**src/rtl/qtue_pkg.sv**
```systemverilog
// Shared types and constants of the Q table update engine.
package qtue_pkg;

  localparam int ROW_COUNT    = 16;
  localparam int COL_COUNT    = 16;
  localparam int ACTION_COUNT = 4;

  localparam int ROW_W  = 4;
  localparam int COL_W  = 4;
  localparam int ACT_W  = $clog2(ACTION_COUNT);
  localparam int MASK_W = 4;
  localparam int ADDR_W = $clog2(ROW_COUNT * COL_COUNT);
  localparam int DEPTH  = ROW_COUNT * COL_COUNT;

  localparam int Q_W    = 32;
  localparam int FRAC_W = 16;
  localparam int CF_W   = 17;
  localparam int ROW_BITS = ACTION_COUNT * Q_W;

  localparam int P1_W   = Q_W + CF_W + 1;
  localparam int DIFF_W = Q_W + 3;
  localparam int P2_W   = DIFF_W + CF_W + 1;
  localparam int SUM_W  = P2_W - FRAC_W + 1;

  localparam logic [CF_W-1:0] ONE_Q16     = CF_W'(65536);
  localparam logic [CF_W-1:0] CF_RESET    = CF_W'(52429);
  localparam logic [ACT_W-1:0] LAST_ACT   = ACT_W'(ACTION_COUNT - 1);
  localparam logic [ADDR_W-1:0] LAST_ADDR = ADDR_W'(DEPTH - 1);

  localparam logic KIND_UPDATE = 1'b0;
  localparam logic KIND_QUERY  = 1'b1;

  localparam logic CFG_LEARNING_RATE   = 1'b0;
  localparam logic CFG_DISCOUNT_FACTOR = 1'b1;

  typedef enum logic [2:0] {
    S_CLEAR,
    S_IDLE,
    S_RD_GREEDY,
    S_SCAN,
    S_RD_OLD,
    S_DIFF,
    S_MUL,
    S_FIN
  } state_t;

  typedef struct packed {
    logic              load_in;
    logic              rd_en;
    logic              rd_old;
    logic              scan_en;
    logic [ACT_W-1:0]  scan_idx;
    logic              mul1_en;
    logic              diff_en;
    logic              mul2_en;
    logic              fin;
    logic              clr_en;
    logic [ADDR_W-1:0] clr_addr;
  } ctrl_cmd_t;

  typedef struct packed {
    logic is_query;
  } dp_status_t;

endpackage

```
**src/rtl/qtue_ctrl.sv**
```systemverilog
// Sequencer of the Q table update engine: clearing pass, read, scan and finish steps.
module qtue_ctrl import qtue_pkg::*; (
  input  logic       clk,
  input  logic       rst_n,
  input  logic       in_valid,
  output logic       in_stall,
  output logic       out_valid,
  input  logic       out_stall,
  input  dp_status_t status,
  output ctrl_cmd_t  cmd
);

  state_t            state_r, state_nxt;
  logic [ACT_W-1:0]  scan_cnt_r, scan_cnt_nxt;
  logic [ADDR_W-1:0] clr_cnt_r, clr_cnt_nxt;
  logic              out_valid_r, out_valid_nxt;
  logic              fin_go;

  always_ff @(posedge clk) begin
    if (!rst_n) begin
      state_r     <= S_CLEAR;
      scan_cnt_r  <= '0;
      clr_cnt_r   <= '0;
      out_valid_r <= 1'b0;
    end else begin
      state_r     <= state_nxt;
      scan_cnt_r  <= scan_cnt_nxt;
      clr_cnt_r   <= clr_cnt_nxt;
      out_valid_r <= out_valid_nxt;
    end
  end

  // The finish step waits until the output register is free.
  assign fin_go = (state_r == S_FIN) && (!out_valid_r || !out_stall);

  always_comb begin
    state_nxt    = state_r;
    scan_cnt_nxt = scan_cnt_r;
    clr_cnt_nxt  = clr_cnt_r;
    cmd          = '0;
    cmd.scan_idx = scan_cnt_r;
    cmd.clr_addr = clr_cnt_r;
    unique case (state_r)
      S_CLEAR: begin
        cmd.clr_en  = 1'b1;
        clr_cnt_nxt = clr_cnt_r + 1'b1;
        if (clr_cnt_r == LAST_ADDR) begin
          state_nxt = S_IDLE;
        end
      end
      S_IDLE: begin
        if (in_valid) begin
          cmd.load_in = 1'b1;
          state_nxt   = S_RD_GREEDY;
        end
      end
      S_RD_GREEDY: begin
        cmd.rd_en    = 1'b1;
        scan_cnt_nxt = '0;
        state_nxt    = S_SCAN;
      end
      S_SCAN: begin
        cmd.scan_en  = 1'b1;
        scan_cnt_nxt = scan_cnt_r + 1'b1;
        if (scan_cnt_r == LAST_ACT) begin
          state_nxt = status.is_query ? S_FIN : S_RD_OLD;
        end
      end
      S_RD_OLD: begin
        cmd.rd_en   = 1'b1;
        cmd.rd_old  = 1'b1;
        cmd.mul1_en = 1'b1;
        state_nxt   = S_DIFF;
      end
      S_DIFF: begin
        cmd.diff_en = 1'b1;
        state_nxt   = S_MUL;
      end
      S_MUL: begin
        cmd.mul2_en = 1'b1;
        state_nxt   = S_FIN;
      end
      S_FIN: begin
        if (fin_go) begin
          cmd.fin   = 1'b1;
          state_nxt = S_IDLE;
        end
      end
      default: begin
        state_nxt = S_IDLE;
      end
    endcase
  end

  always_comb begin
    out_valid_nxt = out_valid_r;
    if (fin_go) begin
      out_valid_nxt = 1'b1;
    end else if (out_valid_r && !out_stall) begin
      out_valid_nxt = 1'b0;
    end
  end

  assign in_stall  = (state_r != S_IDLE);
  assign out_valid = out_valid_r;

endmodule

```
**config.mk**
```make
export PLATFORM = sky130hd
export DESIGN_NAME = qtue_ctrl
export DESIGN_NICKNAME = d
export VERILOG_FILES = /design/src/rtl/qtue_pkg.sv /design/src/rtl/qtue_ctrl.sv
export SDC_FILE = /design/constraint.sdc
export NUM_CORES = 1
export LEC_CHECK = 0
export BUFFER_PORTS_ARGS = -buffer_cell sky130_fd_sc_hd__clkbuf_2
export CAP_MARGIN = 5
export CORE_MARGIN = 2
export CORE_UTILIZATION = 50
export CTS_CLUSTER_DIAMETER = 200
export DETAILED_ROUTE_END_ITERATION = 10
export PLACE_DENSITY_LB_ADDON = 0.1
export SYNTH_ARGS = -nofsm -noshare
export SYNTH_HDL_FRONTEND = slang
export SYNTH_SLANG_ARGS = --single-unit
export TNS_END_PERCENT = 20
```
**constraint.sdc**
```tcl
create_clock -name clk -period 2.3 [get_ports clk]
set_input_delay 0.345 -clock clk [delete_from_list [all_inputs] [get_ports clk]]
set_output_delay 0.345 -clock clk [all_outputs]
set_load 0.03 [all_outputs]
```
# == Word level (Yosys, flattened, before mapping) ==
# Index checks and enable logic that the tools add are counted.
# totals
regBits,14
latch_bits,0
ram_bits,0
rom_bits,0
inputBits,5
wordCells,49
mem_count,0
# classes
addsub,2
multipliers,0
n_div,0
magnitude_cmp,0
eq_ne,14
shifts,0
mux,19
n_bitwise,0
reduce_logical,10
# ops
cell,count
$pmux W3 S8,1
$eq A3 B3 Y1 const B,4
$mux W1,12
$mux W3,4
$add A8 B1 Y8 const B,1
$eq A8 B8 Y1 const B,1
$ne A2 B2 Y1 const B,4
$eq A3 B2 Y1 const B,2
$pmux W2 S2,1
$reduce_and A4 Y1,1
$reduce_bool A2 Y1,2
$eq A3 B1 Y1 const B,1
$logic_not A3 Y1,1
$ne A3 B1 Y1 const B,1
$add A2 B1 Y2 const B,1
$eq A2 B2 Y1 const B,1
$logic_and A1 B1 Y1,2
$logic_not A1 Y1,2
$mux W2,1
$reduce_or A2 Y1,1
$logic_or A1 B1 Y1,1

# == Depth between registers and ports, before layout ==
# Gate-level depths: netlist (run 1).
# logic_depth
word_depth,5
depth_mapped,5

# == Least setup slack after synthesis (run 1) ==
# OpenSTA, ideal clock, no wires.
# synth_timing
path_kind,reg-to-output
from,register state_r[2]
to,output port cmd[16] (netlist bit)
t_arrival_ns,1.743
required_ns,1.955
slack_ns,0.212
stages_incl_launch_ff,5
n_path_buf,2
path_cell_list,dfxtp_1 clkbuf_1 inv_1 nor3_1 buf_4
# synth_lines
item,line,text
"start, declared",qtue_ctrl.sv:13,"state_t state_r, state_nxt;"
"start signal, assigned",qtue_ctrl.sv:26,state_r <= state_nxt;
"end, declared",qtue_ctrl.sv:10,output ctrl_cmd_t cmd

==> flow_summary.json, run 1 <==
{
  "outcome": "complete, no violations",
  "portBuffers": 25,
  "ctsHoldBuffers": 0,
  "hold_viol_final": 0,
  "path_class": "reg -> out",
  "htreeDepth": 1,
  "p_leak_nw": 0.351,
  "synth_area_leaders": "dfxtp_1, a21oi_1, nand2_1",
  "drv_slew": 0,
  "worst_slew_pin_slew_ns": 0.437,
  "fin_skew_ns": 0.00120,
  "avgViaCountPerCell": 5.56,
  "cts_buffer_depth": 2,
  "finalSetupTns_ns": 0,
  "gp_routability_congestion": 0.784,
  "yosys-top-cells-count": "dfxtp_1, a21oi_1, nand2_1",
  "drcViolationCount": 0,
  "core_um2": 1320,
  "first_pass_iters": 4,
  "fin_crit_ns": 1.89,
  "hold_depth": 3,
  "clockRootBuffer": "clkbuf_4",
  "synth.distinct_cells": 28,
  "synthMostInstantiatedCell": "dfxtp_1",
  "diodes": 0,
  "antenna_found_initial": 0,
  "fill_cells": 129,
  "cts_tree": "built",
  "die_h_um": 42.0,
  "utilization": 0.647,
  "ys_seq_elements": 14,
  "cp.required_ns": 1.96,
  "postCtsSetupBuffers": 0,
  "grt_max_degree": 15,
  "syn_inst": 91,
  "hold_start": "out_stall",
  "synth_top_area_frac": 0.389,
  "drtIter0Drc": 24,
  "cap_violations": 0,
  "cts.sinks": 14,
  "synth_ff_type": "dfxtp_1",
  "setup_viol": 0,
  "rr_worst_depth": 3,
  "wl_per_cell_um": 11.9,
  "power_w": 0.000826,
  "relSlewSlack": 0.708,
  "p_per_area_nw_per_um2": 969,
  "drive_gt1_frac": 0.268,
  "postPlaceCellArea_um2": 830,
  "avgSynthCellArea_um2": 7.92,
  "r2r-start": "state_r[2]",
  "cp-end-kind": "output port",
  "synth_edf_count": 0,
  "r2r-end": "clr_cnt_r[7]",
  "peakVddDrop_uv": 713,
  "rsz0062_at_grt": "no",
  "gr-total-overflow": 0,
  "detail-route-antenna-nets": 0,
  "post-place-ws_ns": 0.684,
  "die_w_um": 42.0,
  "synth_area_leader_cell": "dfxtp_1",
  "drt_wl_total_um": 1510,
  "hold_path_end": "out_valid",
  "cts_made_buffers": 3,
  "vias": 706,
  "synth_nets": 98,
  "fin_area_um2": 852,
  "synth_area_um2": 721,
  "ctsResizeCount": 0,
  "reg2reg_slack_ns": 0.67,
  "setup_slack_ns": 0.413,
  "grt_usage": 0.180,
  "crit_path_start_kind": "flip-flop",
  "area_delta_synth_final_pct": 18.2,
  "place_hpwl_um": 1070,
  "grt_first_pass_wirelength_um": 2460,
  "max_freq_mhz": 530,
  "postSynth.asyncResetShare": 0,
  "ys_warn_count": 0,
  "dieArea_um2": 1760,
  "final_nets": 121,
  "rows": 13,
  "cts.clk_slew.worst_paths_ns": 0.08,
  "insertion_delay_ns": 0.28,
  "critical_path.max_fanout": 14,
  "start_util": 0.547,
  "hold_path.class": "in -> reg",
  "synth_seq_area_share": 0.389,
  "post-route-period-util": 0.820,
  "worst-endpoint-arrival_ns": 1.54,
  "grt_pass1_vias": 587,
  "pin_count": 26
}
cell type report:
cell class | instances | area (um^2) | area share
repair buffers | 25 | 125 | 0.147
multi-input cells | 66 | 390 | 0.458
inverters | 4 | 15.0 | 0.0176
well taps | 15 | 18.8 | 0.0220
flip-flops and latches | 14 | 280 | 0.329
clock buffers | 3 | 22.5 | 0.0264
routing by layer:
layer	track usage	routed length [um]	vias up
met5	0	0	-
met4	0.0968	26	0
met1	0.241	788	320
met3	0.0261	46	4
li1	-	-	367
met2	0.278	648	15
per-stage QoR:
stage	hold WS (ns)	cells
6_report	0.321	127
5_1_grt	0.334	127
4_1_cts	0.310	127
3_5_place_dp	0.466	124
3_3_place_gp	0.466	124
2_1_floorplan	0.490	91
state kept, by name, summed over array words and instances, names as in the netlist:
name and flops:
scan_cnt_r 2, out_valid 1, clr_cnt_r 8, state_r 3
placed cells by master (no fill, tap or decap), types with 3 or more instances in the layout:
cell type and instances:
a21oi_1 12, clkbuf_2 25, clkbuf_4 3, dfxtp_1 14, inv_1 4, nand2_1 9
nand2b_1 4, nand3_1 5, nor2_1 3, o21ai_0 4, o31ai_1 3, or3_1 4
or4_1 3
worst max-delay path by stage:
stage	from	end	slack [ns]
detailed placement	state_r[2]	clr_cnt_r[7]	0.68
floorplan	state_r[2]	cmd[16]	0.21
global placement	state_r[2]	clr_cnt_r[7]	0.73
CTS	state_r[2]	cmd[8]	0.40
global route	state_r[2]	cmd[16]	0.33
finish	state_r[2]	cmd[8]	0.41
critical path: stages (launching register included):
cell	delay, ns
dfxtp_1	0.40
or3_4	0.49
inv_1	0.14
clkbuf_2	0.22
where the power goes:
group	total [W]	switching, W	leakage (nW)	internal (W)
logic	0.000347	0.000232	0.224	0.000115
clock network	0.000138	0.0000768	0.0138	0.0000607
registers	0.000341	0.0000632	0.114	0.000278
cells by family after synthesis:
family	synth area share
xor+xnor	0.0122
compound gates	0.205
buf+inv	0.0694
fa+ha+maj	0.0347
flops	0.389
simple gates	0.290
(Power assumes the default switching activity.)
==> run 2, diff against run 1 <==
CORE_UTILIZATION = 47   (was 50)
clock period = 1.9 ns   (was 2.3 ns; I/O delays follow)
==> flow_summary.json, run 2 (synthesis gave the netlist of run 1 again) <==
{
  "outcome": "complete, no violations",
  "gp_routability_congestion": 0.762,
  "start_util": 0.490,
  "cp.required_ns": 1.62,
  "avgViaCountPerCell": 5.43,
  "path_class": "reg -> out",
  "dieArea_um2": 1860,
  "dr.max_layer_used": "met4",
  "cts.sinks": 14,
  "rsz0062_at_grt": "no",
  "htreeDepth": 1,
  "critical_path.max_fanout": 14,
  "rows": 14,
  "vias": 711,
  "wl_met2_um": 650,
  "cts_made_buffers": 3,
  "ctsHoldBuffers": 0,
  "drtIter0Drc": 16,
  "first_pass_iters": 2,
  "largest_reg_flops": 8,
  "insertion_delay_ns": 0.29,
  "postCtsSetupBuffers": 0,
  "clockRootBuffer": "clkbuf_4",
  "die_h_um": 43.2,
  "cts.clk_slew.worst_paths_ns": 0.09,
  "setup_viol": 0,
  "place_hpwl_um": 1080,
  "fill_cells": 153,
  "grt_usage": 0.178,
  "final_nets": 123,
  "drcViolationCount": 0,
  "core_um2": 1470,
  "met1_length_um": 765,
  "drv_slew": 0,
  "portBuffers": 25,
  "finalSetupTns_ns": 0,
  "antenna_found_initial": 0,
  "relSlewSlack": 0.709,
  "fin_skew_ns": 0.00142,
  "p_per_area_nw_per_um2": 1210,
  "detail-route-antenna-nets": 0,
  "post-route-period-util": 0.925,
  "slowest_stage": "or3_4",
  "top_register": "clr_cnt_r",
  "fin_crit_ns": 1.76,
  "postPlaceCellArea_um2": 851,
  "cts_tree": "built",
  "crit_path_start_kind": "flip-flop",
  "area_delta_synth_final_pct": 23.3,
  "gr-total-overflow": 0,
  "met3_wirelength_um": 65,
  "hold_path.class": "in -> reg",
  "diodes": 0,
  "final_cell_mix": "clkbuf_2, dfxtp_1, a21oi_1, nand2_1, nand3_1",
  "grt_first_pass_wirelength_um": 2470,
  "p_leak_nw": 0.370,
  "drt_wl_total_um": 1510,
  "wl_per_cell_um": 11.5,
  "pin_count": 26,
  "worst-endpoint-arrival_ns": 1.47,
  "mostFrequentLayoutCell": "clkbuf_2",
  "cts_buffer_depth": 2,
  "grt_pass1_vias": 560,
  "top_regs": "clr_cnt_r (8), state_r (3), scan_cnt_r (2)",
  "grt_max_degree": 15,
  "max_freq_mhz": 569,
  "peakVddDrop_uv": 639,
  "fin_area_um2": 888,
  "worst_slew_pin_slew_ns": 0.436,
  "hold_viol_final": 0,
  "path_cells": "or3_4 > inv_1 > clkbuf_2",
  "critPathMaxStageDelay_ns": 0.41,
  "cap_violations": 0,
  "drive_gt1_frac": 0.304,
  "cp-end-kind": "output port",
  "die_w_um": 43.2
}
## run 2: cell count changes in the layout (fill, tap and decap cells not counted)
cell	previous run	this run
buf_4	0	2
clkbuf_8	0	1
dfxtp_1	14	13
dfxtp_2	0	1
nor3_1	2	1
nor3_2	0	1
## run 2: through the flow
stage               power, W   util  setup slack [ns]  hold slack [ns]  instances
CTS                  0.00108  0.603            0.0648            0.239        131
finish               0.00107  0.604             0.143            0.242        131
global placement    0.000850  0.578             0.367            0.463        127
global route         0.00114  0.604            0.0719            0.256        131
detailed placement  0.000854  0.578             0.311            0.472        127
floorplan           0.000747      -             0.167            0.430         91
## run 2: routing by layer
layer | vias to the layer above | GRT usage
met4 | 0 | 0.0909
met5 | - | 0
met1 | 316 | 0.259
li1 | 376 | -
met3 | 4 | 0.0383
met2 | 15 | 0.242
## run 2: repair_timing
item | 4_1_cts | 5_1_grt
resized for setup | 0 | 1
endpoints found under the hold margin | 0 | 0
endpoints found under the setup margin | 0 | 1
## run 2: area by class of cell
cell class / count / area [um^2] / share of cell area
clock buffer: 4 / 36.3 / 0.0408
inverter: 4 / 15.0 / 0.0169
multi-input combinational: 66 / 395 / 0.445
sequential: 14 / 282 / 0.317
tap: 16 / 20.0 / 0.0225
timing repair buffer: 27 / 140 / 0.158
## run 2: report_power, final
part           switching, W  internal [W]
clock              0.000108      0.000117
sequential        0.0000606      0.000339
combinational      0.000299      0.000149
## run 2: worst paths after layout
kind | end | from | slack (ns) | depth (start not counted)
max | cmd[8] | state_r[1] | 0.14 | 3
min | out_valid | out_stall | 0.24 | 3
max reg2reg | clr_cnt_r[7] | state_r[1] | 0.36 | 3
min reg2reg | out_valid | out_valid | 0.49 | 2
## run 2: worst max-delay path: cells and delay by family, from the launching register on
kind                   cells  cell delay (ns)
and+or+nand+nor            1             0.41
DFF                        1             0.39
buffers and inverters      2             0.38
==> run 3, diff against run 2 <==
ABC_AREA = 1   (was unset)
CORE_UTILIZATION = 48   (was 47)
==> flow_summary.json, run 3 <==
{
  "synth_compound_area_frac": 0.124,
  "synth-simple-area-share": 0.382,
  "wl_per_cell_um": 9.99,
  "r2r-end": "state_r[1]",
  "met1_length_um": 692,
  "worst_slew_pin_slew_ns": 0.294,
  "avgViaCountPerCell": 5.16,
  "htreeDepth": 1,
  "postSynth.asyncResetShare": 0,
  "post-route-period-util": 0.893,
  "max_freq_mhz": 590,
  "cts_made_buffers": 3,
  "detail-route-antenna-nets": 0,
  "relSlewSlack": 0.804,
  "synthAdderAreaFrac": 0.0314,
  "drt_wl_total_um": 1540,
  "yosys-top-cells-count": "nand2_1, nor2_1, dfxtp_1, inv_1, a21oi_1",
  "cp-end-kind": "output port",
  "pwr-share-seq": 0.363,
  "switching_power_w": 0.000520,
  "grt_pass1_vias": 622,
  "synth_area_leader_cell": "dfxtp_1",
  "hold_path_end": "out_valid",
  "cap_violations": 0,
  "pin_count": 26,
  "synth_ff_type": "dfxtp_1",
  "ctsResizeCount": 0,
  "cts_buffer_depth": 2,
  "rows": 14,
  "p_leak_nw": 0.447,
  "dieArea_um2": 2000,
  "fin_crit_ns": 1.70,
  "fill_cells": 147,
  "wl_met2_um": 755,
  "gr-total-overflow": 0,
  "crit_path_start_kind": "flip-flop",
  "postCtsSetupBuffers": 0,
  "grt_usage": 0.169,
  "rr_worst_depth": 7,
  "rsz0062_at_grt": "no",
  "mostFrequentLayoutCell": "clkbuf_2",
  "synth_top_area_frac": 0.352,
  "synth_edf_count": 0,
  "p_per_area_nw_per_um2": 1150,
  "worst-endpoint-arrival_ns": 1.41,
  "synth_nets": 119,
  "hold_depth": 3,
  "p_int_w": 0.000573,
  "grt_first_pass_wirelength_um": 2490,
  "clockRootBuffer": "clkbuf_4",
  "outcome": "complete, no violations",
  "synthXorXnorAreaFrac": 0.0110,
  "vias": 794,
  "drcViolationCount": 0,
  "drive_gt1_frac": 0.341,
  "synth_top_family_by_area": "simple AND/OR/NAND/NOR gates",
  "cts_tree": "built",
  "start_util": 0.522,
  "portBuffers": 25,
  "top_register": "clr_cnt_r",
  "synth_area_um2": 796,
  "hold_path.class": "in -> reg",
  "finalSetupTns_ns": 0,
  "p_clk_frac": 0.147,
  "diodes": 0,
  "final_cell_mix": "clkbuf_2, nand2_1, nor2_1, inv_1, dfxtp_1",
  "combPwrFrac": 0.489,
  "area_delta_synth_final_pct": 19.2,
  "top_regs": "clr_cnt_r (8), state_r (3), scan_cnt_r (2)",
  "antenna_found_initial": 0,
  "utilization": 0.622,
  "path_class": "reg -> out",
  "gp_routability_congestion": 0.810,
  "drv_slew": 0,
  "peakVddDrop_uv": 709,
  "synth_area_leaders": "dfxtp_1, nand2_1, nor2_1",
  "synth_mux_area_frac": 0,
  "critical_path.max_fanout": 7,
  "synth_seq_area_share": 0.352,
  "cts.sinks": 14,
  "dr.max_layer_used": "met4",
  "grt_max_degree": 11,
  "first_pass_iters": 3,
  "met3_wirelength_um": 77,
  "final_nets": 147,
  "insertion_delay_ns": 0.27,
  "fin_skew_ns": 0.00183,
  "cts.clk_slew.worst_paths_ns": 0.08,
  "synth.distinct_cells": 21,
  "hold_viol_final": 0,
  "ys_warn_count": 0,
  "avgSynthCellArea_um2": 7.11,
  "place_hpwl_um": 1230,
  "die_h_um": 44.7,
  "reg2reg_slack_ns": 0.63,
  "setup_viol": 0,
  "ctsHoldBuffers": 0,
  "drtIter0Drc": 5,
  "syn_inst": 112,
  "cp.required_ns": 1.62,
  "p_sw_frac": 0.476,
  "synthMostInstantiatedCell": "nand2_1",
  "core_um2": 1520,
  "hold_start": "out_stall",
  "ys_seq_elements": 14,
  "r2r-start": "state_r[1]",
  "largest_reg_flops": 8,
  "die_w_um": 44.7
}
-- run 3: routing by layer --
| layer | GRT usage | vias up |
|---|---|---|
| li1 | - | 407 |
| met1 | 0.193 | 366 |
| met2 | 0.301 | 19 |
| met3 | 0.0360 | 2 |
| met4 | 0.0727 | 0 |
| met5 | 0 | - |
-- run 3: worst max-delay path by stage --
stage                from  depth (start not counted)  endpoint
2_1_floorplan  state_r[0]                          4   cmd[16]
3_3_place_gp   state_r[1]                          5    cmd[9]
3_5_place_dp   state_r[1]                          5    cmd[9]
4_1_cts        state_r[1]                          5    cmd[9]
5_1_grt        state_r[1]                          5    cmd[9]
6_report       state_r[1]                          5    cmd[9]
-- run 3: stage by stage --
| step | instances | hold WS (ns) | total power, W | setup WS [ns] | cell area, um^2 |
|---|---|---|---|---|---|
| 6_report | 154 | 0.266 | 0.00109 | 0.204 | 948 |
| 4_1_cts | 154 | 0.265 | 0.00111 | 0.194 | 948 |
| 3_5_place_dp | 151 | 0.469 | 0.000942 | 0.508 | 926 |
| 5_1_grt | 154 | 0.262 | 0.00117 | 0.107 | 948 |
| 3_3_place_gp | 151 | 0.472 | 0.000937 | 0.543 | 926 |
| 2_1_floorplan | 112 | 0.406 | 0.000822 | 0.329 | 796 |
-- run 3: critical path: stages, from the launching register on --
cell and delay (ns):
dfxtp_1 0.49, nand2_2 0.15, nor2_2 0.13, inv_1 0.08, nor2_1 0.08, clkbuf_2 0.20
-- run 3: final cells by class --
class	count	area, um^2	area share
clock buffers	3	22.5	0.0237
inverters	17	63.8	0.0673
multi-input cells	79	437	0.460
flip-flops and latches	14	280	0.296
well taps	16	20.0	0.0211
repair buffers	25	125	0.132
-- run 3: kinds of logic after synthesis --
| logic type | count (synthesis) |
|---|---|
| simple gates | 57 |
| buf+inv | 19 |
| xor+xnor | 1 |
| compound gates | 19 |
| fa+ha+maj | 2 |
| flops | 14 |
-- run 3: power by group through the flow --
stage | clock (W) | combinational (W) | sequential, W
final | 0.000161 | 0.000534 | 0.000397
after global routing | 0.000179 | 0.000590 | 0.000404
after CTS | 0.000168 | 0.000541 | 0.000396
after detailed placement | 0 | 0.000539 | 0.000402
after global placement | 0 | 0.000539 | 0.000399
after floorplan | 0 | 0.000380 | 0.000442
